### src/design/traffic_size_histogram_assert.svh
// Assertion macros shared by the traffic size histogram design files.
`ifndef TRAFFIC_SIZE_HISTOGRAM_ASSERT_SVH
`define TRAFFIC_SIZE_HISTOGRAM_ASSERT_SVH

// Same-cycle implication, checked on every rising clock edge outside reset.
`define TSH_ASSERT_NOW(label, ante, cons, msg) \
    label: assert property (@(posedge clk) disable iff (!rst_n) (ante) |-> (cons)) \
        else $error(msg);

// Next-cycle implication, checked on every rising clock edge outside reset.
`define TSH_ASSERT_NEXT(label, ante, cons, msg) \
    label: assert property (@(posedge clk) disable iff (!rst_n) (ante) |=> (cons)) \
        else $error(msg);

`endif

### src/design/tsh_pkg.sv
// Package with the shared widths, codes and control structs of the traffic size histogram.
package tsh_pkg;

    localparam int TRAFFIC_W   = 40;
    localparam int COUNT_W     = 32;
    localparam int SELECT_W    = 10;
    localparam int INDEX_W     = 10;
    localparam int MODE_W      = 2;
    localparam int WIDTH_REG_W = 32;
    localparam int BINS_REG_W  = 11;
    localparam int CFG_INDEX_W = 1;
    localparam int CFG_DATA_W  = 32;

    // Stream payload widths, padded to whole bytes.
    localparam int IN_TDATA_W  = 56;
    localparam int IN_TUSER_W  = 2;
    localparam int OUT_TDATA_W = 48;
    localparam int OUT_TUSER_W = 2;

    // Radix-2 divider: one quotient bit per step.
    localparam int DIV_STEPS = TRAFFIC_W;
    localparam int DIV_CNT_W = $clog2(DIV_STEPS);

    localparam logic [MODE_W-1:0] MODE_RECORD = 2'd0;
    localparam logic [MODE_W-1:0] MODE_READ   = 2'd1;
    localparam logic [MODE_W-1:0] MODE_CLEAR  = 2'd2;

    localparam logic [CFG_INDEX_W-1:0] CFG_BIN_WIDTH   = 1'd0;
    localparam logic [CFG_INDEX_W-1:0] CFG_BINS_IN_USE = 1'd1;

    typedef struct packed {
        logic busy;
        logic done;
    } tsh_div_stat_t;

    typedef struct packed {
        logic rd_en;
        logic wr_en;
    } tsh_mem_cmd_t;

endpackage

### src/design/tsh_div.sv
// Iterative restoring divider of the byte count by the bin width, one quotient bit per cycle.
module tsh_div (
    input  logic                          clk,
    input  logic                          rst_n,
    input  logic                          start,
    input  logic [tsh_pkg::TRAFFIC_W-1:0] dividend,
    input  logic [tsh_pkg::WIDTH_REG_W-1:0] divisor,
    output tsh_pkg::tsh_div_stat_t        stat,
    output logic [tsh_pkg::TRAFFIC_W-1:0] quotient
);
    import tsh_pkg::*;

    logic                   busy_reg, busy_next;
    logic                   done_reg, done_next;
    logic [DIV_CNT_W-1:0]   cnt_reg, cnt_next;
    logic [TRAFFIC_W-1:0]   quo_reg, quo_next;
    logic [WIDTH_REG_W-1:0] rem_reg, rem_next;
    logic [WIDTH_REG_W-1:0] dsr_reg, dsr_next;
    logic [WIDTH_REG_W:0]   trial;
    logic                   fits;

    // The dividend shifts out of the top of quo_reg while quotient bits enter at the bottom.
    assign trial = {rem_reg, quo_reg[TRAFFIC_W-1]};
    assign fits  = trial >= {1'b0, dsr_reg};

    always_comb
    begin
        busy_next = busy_reg;
        done_next = 1'b0;
        cnt_next  = cnt_reg;
        quo_next  = quo_reg;
        rem_next  = rem_reg;
        dsr_next  = dsr_reg;
        if (start)
        begin
            busy_next = 1'b1;
            cnt_next  = '0;
            quo_next  = dividend;
            rem_next  = '0;
            dsr_next  = divisor;
        end
        else if (busy_reg)
        begin
            quo_next = {quo_reg[TRAFFIC_W-2:0], fits};
            if (fits)
            begin
                rem_next = WIDTH_REG_W'(trial - {1'b0, dsr_reg});
            end
            else
            begin
                rem_next = trial[WIDTH_REG_W-1:0];
            end
            if (cnt_reg == DIV_CNT_W'(DIV_STEPS - 1))
            begin
                busy_next = 1'b0;
                done_next = 1'b1;
            end
            else
            begin
                cnt_next = cnt_reg + DIV_CNT_W'(1);
            end
        end
    end

    always_ff @(posedge clk or negedge rst_n)
    begin
        if (!rst_n)
        begin
            busy_reg <= 1'b0;
            done_reg <= 1'b0;
            cnt_reg  <= '0;
        end
        else
        begin
            busy_reg <= busy_next;
            done_reg <= done_next;
            cnt_reg  <= cnt_next;
        end
    end

    always_ff @(posedge clk)
    begin
        quo_reg <= quo_next;
        rem_reg <= rem_next;
        dsr_reg <= dsr_next;
    end

    assign stat.busy = busy_reg;
    assign stat.done = done_reg;
    assign quotient  = quo_reg;

endmodule

### config.mk
export PLATFORM = sky130hd
export DESIGN_NAME = tsh_div
export DESIGN_NICKNAME = d
export VERILOG_FILES = /design/src/design/traffic_size_histogram_assert.svh /design/src/design/tsh_pkg.sv /design/src/design/tsh_div.sv
export SDC_FILE = /design/constraint.sdc
export NUM_CORES = 1
export LEC_CHECK = 0
export BUFFER_PORTS_ARGS = -buffer_cell sky130_fd_sc_hd__buf_2
export CAP_MARGIN = 30
export CORE_MARGIN = 2
export CORE_UTILIZATION = 56
export CTS_CLUSTER_DIAMETER = 100
export DETAILED_ROUTE_END_ITERATION = 10
export GPL_TIMING_DRIVEN = 0
export PLACE_DENSITY_LB_ADDON = 0.12
export SYNTH_ARGS = -nofsm -noshare
export SYNTH_HDL_FRONTEND = slang
export SYNTH_SLANG_ARGS = --single-unit
### constraint.sdc
create_clock -name clk -period 3.3 [get_ports clk]
set_input_delay 0.66 -clock clk [delete_from_list [all_inputs] [get_ports clk]]
set_output_delay 0.66 -clock clk [all_outputs]
set_load 0.05 [all_outputs]
==> impl_metrics.tcl, run 1 <==
set metrics [dict create \
    yosys-mux-area-fraction 0.0814 \
    worstSetupPathType "flop to flop" \
    cell_area_reported_after_detailed_placement_um2 7170 \
    synth_async_sr_flop_share 0.0714 \
    final_worst_clock_skew_ns 0.00880 \
    timing.critical_path.from_type "flop" \
    die-height_um 111 \
    syn-instance-count 594 \
    clock.fmax_mhz 320 \
    post_cts_setup_driven_buffer_insertion_count 0 \
    synth-seq-cells 112 \
    cap_violations 0 \
    design.core.area_um2 11300 \
    path_cells "inv_1 > ha_1 > fa_1 > nand2b_1 > a21oi_2 > a211oi_2 > o31a_4 > o21ai_4 > a211oi_4 > o31ai_2 > mux2_1 > a311oi_1" \
    clock_latency_ns 0.36 \
    synth_cell_type_count 73 \
    synth_enable_flop_cells 72 \
    synth-adder-area-share 0.0676 \
    clock_sink_count 112 \
    initial_core_util 0.569 \
    leakagePower_nw 3.20 \
    setup_viol_count_final 0 \
    pre_cts_ws_ns 0.0547 \
    power_density_nw_per_um2 784 \
    drt_pass1_iterations 5 \
    port_buffers 116 \
    antenna_diodes 0 \
    finalInstanceArea_um2 7480 \
    core.rowCount 39 \
    tritoncts "built" \
    worst_pin_slew_ns 0.897 \
    wire_length_of_the_first_global_routing_pass_um 23700 \
    vias_per_cell 5.59 \
    layout_nets 830 \
    pin_count_of_the_biggest_net_entering_global_routing 41 \
    grt_use_total 0.239 \
    seq_area_frac_synth 0.469 \
    detail_route.wl_per_cell_um 16.2 \
    cp_max_fo 5 \
    most_frequent_standard_cell_in_the_layout_excluding_fill_and_tap_cells "sky130_fd_sc_hd__buf_2" \
    timing.final.max_slew_violations 0 \
    largest_reg_flops 40 \
    hold_path.class "input pin to async pin" \
    synth_nets 703 \
    fill_cells 892 \
    synth_compound_gate_area_share 0.175 \
    grt_pass1_vias 4982 \
    ff_latch_area_um2 3000 \
    synthSimpleGateAreaFrac 0.119 \
    gpl_wtd_cong 0.927 \
    clock_tree.htree_level_count 3 \
    finalWorstPathRequiredPeriod_ns 3.13 \
    worst_path_arrival_ns 3.40 \
    setup.worst_path.end_class "flop" \
    synth_xor_xnor_area_share 0.0410 \
    synth_warnings 0 \
    share_of_the_cycle_needed_by_the_critical_path_after_routing 0.948 \
    ctsRootBufferMaster "sky130_fd_sc_hd__clkbuf_16" \
    number_of_antenna_violations_at_the_first_check_in_global_routing 0 \
    outcome "complete, no violations" \
    detail_route.drc_violations 0 \
    post_route_cells_drive_above_1_share 0.315 \
    chipWidth_um 111 \
    slowest_stage "sky130_fd_sc_hd__fa_1" \
    place.detailed.hpwl_um 10300 \
    timing.final.ws_setup_ns 0.171 \
    multi_input_comb_area_um2 3100 \
    max_stage_delay_on_crit_path_ns 0.42 \
    worstPathRequired_ns 3.57 \
    ctsHoldBuffers 0 \
    io_pins 117 \
    grt_setup_unrepaired "no" \
    post_synth.cell_area_avg_um2 10.8 \
    synth_flop_cell "sky130_fd_sc_hd__edfxtp_1" \
    drt_wl_total_um 14100 \
    synthesis.area_um2 6410 \
    clock_tree.buffer_depth 2 \
    drtAntennaViolNets 0 \
    via_count 4856 \
    layout.core_utilization 0.663 \
    layout_common_cells "sky130_fd_sc_hd__buf_2 (118), sky130_fd_sc_hd__edfxtp_1 (72), sky130_fd_sc_hd__nand2_1 (61)" \
    floorplan.die_area_um2 12300 \
    timing.slew.headroom 0.400 \
    worst_setup_hold_path_clk_slew_ns 0.08 \
    post_cts_resized 0 \
    cts_buffers 9 \
    area_growth_syn_to_layout_pct 16.7 \
    grt.overflow.total 0 \
    first_iter_violations 324 \
    power.ir.vdd_worst_v 0.000562 \
    dominant_combinational_cell_family_by_area_after_synthesis "compound AO/OA/AOI/OAI gates" \
    finalHoldViolations 0 \
]
[final timing paths]
kind | from | to | slack [ns] | depth (start not counted)
worst max register to register | quotient[39] | rem_reg[30] | 0.17 | 12
worst min register to register | rem_reg[2] | rem_reg[2] | 0.49 | 2
worst max-delay path | quotient[39] | rem_reg[30] | 0.17 | 12
min in group clk | divisor[5] | dsr_reg[5] | 0.47 | 1
worst min-delay path | rst_n | busy_reg | 0.13 | 1
max in group asynchronous | rst_n | done_reg | 3.01 | 1
[area by class of cell]
cell class,count,share of cell area
clock buffer,9,0.0301
multi-input combinational,413,0.414
buffer,27,0.0201
tap,143,0.0239
clock inverter,7,0.0110
sequential,112,0.402
inverter,42,0.0211
timing repair buffer,116,0.0777
[synthesized netlist by cell type (11+ instances only)]
cell type	n	share of area
sky130_fd_sc_hd__mux2_2	40	0.070
sky130_fd_sc_hd__a21oi_1	40	0.031
sky130_fd_sc_hd__o21ai_0	15	0.012
sky130_fd_sc_hd__dfxtp_1	32	0.10
sky130_fd_sc_hd__ha_1	33	0.064
sky130_fd_sc_hd__nor2_1	46	0.027
sky130_fd_sc_hd__nand2_1	61	0.036
sky130_fd_sc_hd__a311oi_2	12	0.028
sky130_fd_sc_hd__nand2_2	11	0.011
sky130_fd_sc_hd__xnor2_1	20	0.027
sky130_fd_sc_hd__clkbuf_1	16	0.0094
sky130_fd_sc_hd__edfxtp_1	72	0.34
sky130_fd_sc_hd__inv_1	41	0.024
[metal layers]
layer	vias to the layer above	global-route usage	routed length [um]
met5	-	0	0
met4	0	0.0800	286
met3	24	0.0629	950
met2	157	0.398	6560
met1	2268	0.303	6310
li1	2407	-	-
[worst max-delay path: cells and delay by family (launching register included)]
| kind | cells | cell delay, ns |
|---|---|---|
| compound gates | 7 | 1.40 |
| fa+ha+maj | 2 | 0.64 |
| flops | 1 | 0.38 |
| mux | 1 | 0.35 |
| simple gates | 1 | 0.20 |
| buf+inv | 1 | 0.06 |
[metrics by stage]
step / hold WS, ns / setup TNS (ns) / cells / total power (W)
6_report: 0.125 / 0 / 869 / 0.00586
5_1_grt: 0.120 / 0 / 869 / 0.00625
2_1_floorplan: 0.364 / 0 / 594 / 0.00413
3_3_place_gp: 0.464 / -14.51 / 853 / 0.00466
4_1_cts: 0.122 / 0 / 869 / 0.00588
3_5_place_dp: 0.471 / 0 / 853 / 0.00472
[power by group]
| group | leakage, nW | switching [W] | internal (W) |
|---|---|---|---|
| clock | 0.152 | 0.000535 | 0.000606 |
| sequential | 1.10 | 0.000196 | 0.00177 |
| combinational | 1.94 | 0.00165 | 0.00110 |
| total | 3.20 | 0.00239 | 0.00348 |
[cells by family (layout without fill, tap and decap cells)]
kind of cell / Yosys count / after routing
and+or+nand+nor: 162 / 162
AOI/OAI and AO/OA: 140 / 140
DFF: 112 / 112
buffers and inverters: 69 / 201
muxes: 47 / 47
adders and majority gates: 34 / 34
xor gates and xnor gates: 30 / 30
Power figures use the tool's default switching activity.
==> run 2: changes to the inputs <==
--- a/config.mk
+++ b/config.mk
@@ -12,6 +12,7 @@
 export CTS_CLUSTER_DIAMETER = 100
 export DETAILED_ROUTE_END_ITERATION = 10
 export GPL_TIMING_DRIVEN = 0
+export MAX_ROUTING_LAYER = met4
 export PLACE_DENSITY_LB_ADDON = 0.12
 export SYNTH_ARGS = -nofsm -noshare
 export SYNTH_HDL_FRONTEND = slang
==> run 2 against run 1 <==
Worst hold slack barely moved. Sequential share of layout area did not move. Clock power barely moved. Cell count did not move. Critical endpoint unchanged. Register-to-register slack barely moved.
==> impl_metrics.tcl, run 2 (synthesis results as in run 1) <==
set metrics [dict create \
    place.detailed.hpwl_um 10300 \
    clock_sink_count 112 \
    ff_latch_area_um2 3000 \
    post_cts_resized 0 \
    setup.worst_path.end_class "flop" \
    first_iter_violations 321 \
    crit-reg2reg-launch "quotient[39]" \
    power_density_nw_per_um2 785 \
    tritoncts "built" \
    setup_viol_count_final 0 \
    outcome "complete, no violations" \
    cts_buffers 9 \
    cp_max_fo 5 \
    number_of_antenna_violations_at_the_first_check_in_global_routing 0 \
    grt.overflow.total 0 \
    timing.reg2reg.worst_path_depth 12 \
    detail_route.drc_violations 0 \
    io_pins 117 \
    design.core.area_um2 11300 \
    core.rowCount 39 \
    worstSetupPathType "flop to flop" \
    most_frequent_standard_cell_in_the_layout_excluding_fill_and_tap_cells "sky130_fd_sc_hd__buf_2" \
    post_route_cells_drive_above_1_share 0.315 \
    worstPathRequired_ns 3.57 \
    leakagePower_nw 3.20 \
    worst_pin_slew_ns 0.898 \
    wire_length_of_the_first_global_routing_pass_um 23600 \
    layout_nets 830 \
    post_cts_setup_driven_buffer_insertion_count 0 \
    die-height_um 111 \
    fill_cells 892 \
    timing.final.max_slew_violations 0 \
    grt_setup_unrepaired "no" \
    share_of_the_cycle_needed_by_the_critical_path_after_routing 0.948 \
    power.ir.vdd_worst_v 0.000561 \
    ff2ff_setup_slack_ns 0.17 \
    drtAntennaViolNets 0 \
    final_worst_clock_skew_ns 0.00940 \
    drt_pass1_iterations 5 \
    hold_path.class "input pin to async pin" \
    antenna_diodes 0 \
    grt_pass1_vias 4991 \
    worst_setup_hold_path_clk_slew_ns 0.08 \
    clock_latency_ns 0.36 \
    cap_violations 0 \
    clock_tree.htree_level_count 3 \
    largest_reg_flops 40 \
    pin_count_of_the_biggest_net_entering_global_routing 41 \
    area_growth_syn_to_layout_pct 16.7 \
    finalInstanceArea_um2 7480 \
    r2r_end "rem_reg[30]" \
    cell_area_reported_after_detailed_placement_um2 7170 \
    drt_wl_total_um 14100 \
    initial_core_util 0.569 \
    via_count 4876 \
    finalHoldViolations 0 \
    ctsHoldBuffers 0 \
    detail_route.wl_per_cell_um 16.3 \
    timing.slew.headroom 0.399 \
    power_w 0.00587 \
    floorplan.die_area_um2 12300 \
    chipWidth_um 111 \
    clock.fmax_mhz 320 \
    port_buffers 116 \
    clock_tree.buffer_depth 2 \
    layout_common_cells "sky130_fd_sc_hd__buf_2 (118), sky130_fd_sc_hd__edfxtp_1 (72), sky130_fd_sc_hd__nand2_1 (61)" \
    multi_input_comb_area_um2 3100 \
    grt_use_total 0.245 \
    vias_per_cell 5.61 \
    ctsRootBufferMaster "sky130_fd_sc_hd__clkbuf_16" \
    timing.critical_path.from_type "flop" \
    finalWorstPathRequiredPeriod_ns 3.13 \
    worst_path_arrival_ns 3.40 \
    gpl_wtd_cong 0.943 \
]
==> run 2: through the flow <==
step / setup slack, ns / util / hold slack (ns) / std cells / setup TNS (ns)
6_report: 0.173 / 0.663 / 0.125 / 869 / 0
5_1_grt: 0.0527 / 0.663 / 0.120 / 869 / 0
4_1_cts: 0.199 / 0.663 / 0.122 / 869 / 0
3_5_place_dp: 0.0547 / 0.636 / 0.471 / 853 / 0
3_3_place_gp: -0.365 / 0.636 / 0.464 / 853 / -14.51
2_1_floorplan: 0.152 / - / 0.364 / 594 / 0
==> run 2: how the worst max path moves through the flow <==
stage                             end  slack, ns          from
after floorplan           rem_reg[30]       0.15  quotient[39]
after global placement    quotient[4]      -0.36         start
after detailed placement  quotient[5]       0.05         start
after CTS                 rem_reg[30]       0.20  quotient[39]
after global routing      rem_reg[30]       0.05  quotient[39]
final                     rem_reg[30]       0.17  quotient[39]
==> run 2: metal layers <==
| metal | track usage | wire length [um] | up-vias |
|---|---|---|---|
| met2 | 0.398 | 6660 | 154 |
| met4 | 0.0625 | 170 | 0 |
| met3 | 0.0607 | 856 | 14 |
| met1 | 0.310 | 6440 | 2293 |
| met5 | - | 0 | - |
| li1 | - | - | 2415 |
==> run 2: worst max-delay path, cell delays in order (launching register included) <==
cell	delay (ns)
sky130_fd_sc_hd__edfxtp_1	0.38
sky130_fd_sc_hd__inv_1	0.06
sky130_fd_sc_hd__ha_1	0.22
sky130_fd_sc_hd__fa_1	0.42
sky130_fd_sc_hd__nand2b_1	0.20
sky130_fd_sc_hd__a21oi_2	0.15
sky130_fd_sc_hd__a211oi_2	0.09
sky130_fd_sc_hd__o31a_4	0.34
sky130_fd_sc_hd__o21ai_4	0.20
sky130_fd_sc_hd__a211oi_4	0.11
sky130_fd_sc_hd__o31ai_2	0.26
sky130_fd_sc_hd__mux2_1	0.35
sky130_fd_sc_hd__a311oi_1	0.25
==> run 2: power by group <==
| part | total [W] | internal, W | switching (W) |
|---|---|---|---|
| combinational | 0.00276 | 0.00110 | 0.00166 |
| sequential | 0.00197 | 0.00177 | 0.000196 |
| clock | 0.00114 | 0.000606 | 0.000535 |
| total | 0.00587 | 0.00348 | 0.00239 |
==> run 2: final cells by class <==
class / instances / share of cell area
multi-input combinational: 413 / 0.414
sequential: 112 / 0.402
timing repair buffer: 116 / 0.0777
clock buffer: 9 / 0.0301
tap: 143 / 0.0239
inverter: 42 / 0.0211
buffer: 27 / 0.0201
clock inverter: 7 / 0.0110
==> run 3: changes to the inputs <==
--- a/config.mk
+++ b/config.mk
@@ -8,7 +8,7 @@
 export BUFFER_PORTS_ARGS = -buffer_cell sky130_fd_sc_hd__buf_2
 export CAP_MARGIN = 30
 export CORE_MARGIN = 2
-export CORE_UTILIZATION = 56
+export CORE_UTILIZATION = 51
 export CTS_CLUSTER_DIAMETER = 100
 export DETAILED_ROUTE_END_ITERATION = 10
 export GPL_TIMING_DRIVEN = 0
==> constraint.sdc (replaced) <==
create_clock -name clk -period 2.7 [get_ports clk]
set_input_delay 0.54 -clock clk [delete_from_list [all_inputs] [get_ports clk]]
set_output_delay 0.54 -clock clk [all_outputs]
set_load 0.05 [all_outputs]
==> run 3 against run 2 <==
The flow now finishes with violations (setup timing). Sequential cell count did not move. Total power increased by 41%. Worst hold slack improved by 0.21 ns. Non-clock buffer count increased by 38. Utilization grew 1.2 points. Clock skew rose by 0.0055 ns. Clock-buffer cell count unchanged. Via count rose by 6.2%. Die area is 9.4% higher. Setup slack lost 0.40 ns. Critical path type unchanged.
==> impl_metrics.tcl, run 3 (synthesis results as in run 1) <==
set metrics [dict create \
    io_pins 117 \
    drtAntennaViolNets 0 \
    hold_start "divisor[9]" \
    crit-reg2reg-launch "rem_reg[0]" \
    power_density_nw_per_um2 1010 \
    worst_path_arrival_ns 3.20 \
    detail_route.wl_per_cell_um 17.2 \
    largest_reg_flops 40 \
    via_count 5176 \
    worst_setup_hold_path_clk_slew_ns 0.08 \
    outcome "finished with violations" \
    seqPwrFrac 0.295 \
    worstSetupPathType "flop to flop" \
    die-height_um 116 \
    setup.worst_path.end_class "flop" \
    layout.core_utilization 0.675 \
    grt_use_total 0.244 \
    clock.fmax_mhz 341 \
    timing.slew.headroom 0.309 \
    critPathMostFrequentCell "sky130_fd_sc_hd__a211oi_4" \
    design.core.area_um2 12200 \
    grt.overflow.total 0 \
    post_route_cells_drive_above_1_share 0.404 \
    fill_cells 946 \
    clock_tree.buffer_depth 2 \
    setup_viol_count_final 24 \
    clock_sink_count 112 \
    core.rowCount 40 \
    drt_pass1_iterations 5 \
    worst_pin_slew_ns 1.03 \
    gpl_wtd_cong 0.911 \
    clock_latency_ns 0.37 \
    slowest_stage "sky130_fd_sc_hd__dfxtp_1" \
    netSwitchingFraction 0.409 \
    leakagePower_nw 3.48 \
    hold_path.class "input pin to flop" \
    tns_ns -1.33 \
    timing.critical_path.from_type "flop" \
    most_frequent_standard_cell_in_the_layout_excluding_fill_and_tap_cells "sky130_fd_sc_hd__buf_2" \
    combinationalPowerShare 0.544 \
    cap_violations 0 \
    initial_core_util 0.527 \
    tritoncts "built" \
    finalWorstPathRequiredPeriod_ns 2.93 \
    path_cells "inv_1 > fa_2 > nand2b_4 > a21oi_4 > a211oi_4 > o31a_4 > o21ai_4 > a211oi_4 > o31ai_2 > mux2_4 > a311oi_2" \
    cp_max_fo 4 \
    share_of_the_cycle_needed_by_the_critical_path_after_routing 1.08 \
    port_buffers 116 \
    number_of_antenna_violations_at_the_first_check_in_global_routing 0 \
    grt_pass1_vias 5205 \
    place.detailed.hpwl_um 10800 \
    cts_buffers 9 \
    place_inst 878 \
    timing.final.max_slew_violations 0 \
    clock_power_share 0.160 \
    first_iter_violations 389 \
    ctsRootBufferMaster "sky130_fd_sc_hd__clkbuf_16" \
    final_worst_clock_skew_ns 0.0149 \
    timing.final.ws_setup_ns -0.229 \
    wire_length_of_the_first_global_routing_pass_um 24700 \
    grt_setup_unrepaired "yes" \
    layout_nets 868 \
    chipWidth_um 116 \
    max_stage_delay_on_crit_path_ns 0.44 \
    vias_per_cell 5.56 \
    finalHoldViolations 0 \
    power_report.internal_total_w 0.00488 \
    switchingPower_w 0.00337 \
    drt_wl_total_um 16000 \
    area_growth_syn_to_layout_pct 28.2 \
    pin_count_of_the_biggest_net_entering_global_routing 41 \
    antenna_diodes 0 \
    cp_num_buf_inv 1 \
    violations "setup timing" \
    worstPathRequired_ns 2.97 \
    floorplan.die_area_um2 13500 \
    layout_common_cells "sky130_fd_sc_hd__buf_2 (116), sky130_fd_sc_hd__edfxtp_1 (72), sky130_fd_sc_hd__nand2_1 (59)" \
    crit_path_start "rem_reg[0]" \
    clock_tree.htree_level_count 3 \
    power.ir.vdd_worst_v 0.000566 \
    final-instance-count-excl-fill 931 \
    detail_route.drc_violations 0 \
    top_cell_family_by_delay_on_the_critical_path "compound AO/OA/AOI/OAI gates" \
]
-- run 3: stage by stage --
stage	hold slack, ns	area, um^2	worst slack [ns]	power (W)
after floorplan	0.244	6420	-0.363	0.00506
after global placement	0.383	7220	-0.883	0.00574
after detailed placement	0.388	7220	-0.487	0.00581
after CTS	0.330	7890	-0.221	0.00771
after global routing	0.327	8210	-0.330	0.00869
final	0.336	8210	-0.229	0.00825
-- run 3: power by group through the flow --
stage | Combinational (W) | Clock (W) | Sequential, W
after floorplan | 0.00242 | 0 | 0.00264
after global placement | 0.00330 | 0 | 0.00243
after detailed placement | 0.00338 | 0 | 0.00243
after CTS | 0.00395 | 0.00135 | 0.00241
after global routing | 0.00481 | 0.00141 | 0.00247
final | 0.00449 | 0.00132 | 0.00244
-- run 3: final timing paths --
path,end,slack [ns],depth (start not counted)
max reg2reg,rem_reg[30],-0.23,11
min in group asynchronous,cnt_reg[0],0.55,2
min reg2reg,rem_reg[21],0.48,2
min,dsr_reg[9],0.34,1
max in group asynchronous,done_reg,1.99,2
max,rem_reg[30],-0.23,11
-- run 3: worst register-to-register path, cell delays in order (launching register included) --
cell                       delay (ns)
sky130_fd_sc_hd__dfxtp_1         0.44
sky130_fd_sc_hd__inv_1           0.11
sky130_fd_sc_hd__fa_2            0.40
sky130_fd_sc_hd__nand2b_4        0.16
sky130_fd_sc_hd__a21oi_4         0.17
sky130_fd_sc_hd__a211oi_4        0.08
sky130_fd_sc_hd__o31a_4          0.32
sky130_fd_sc_hd__o21ai_4         0.19
sky130_fd_sc_hd__a211oi_4        0.10
sky130_fd_sc_hd__o31ai_2         0.28
sky130_fd_sc_hd__mux2_4          0.34
sky130_fd_sc_hd__a311oi_2        0.27
-- run 3: final cells by class --
type                       instances  area (um^2)  share of cell area
timing repair buffer             156         1020               0.124
inverter                          42          163              0.0198
tap                              168          210              0.0256
sequential                       112         3000               0.366
buffer                            25          165              0.0201
clock inverter                     6         62.6             0.00762
multi-input combinational        413         3360               0.410
clock buffer                       9          225              0.0274
-- run 3: repair_timing --
item	in CTS	in global routing
buffers inserted	24	15
hold endpoints to repair	2	0
endpoints found under the setup margin	73	33
cloned	2	0
hold buffers	1	0
resized for setup	26	64
pin swaps	13	29
-- run 3: layer usage --
metal,GRT usage,part of all wire
met5,-,0
met4,0.0833,0.022
met3,0.0555,0.061
met2,0.389,0.48
met1,0.308,0.43
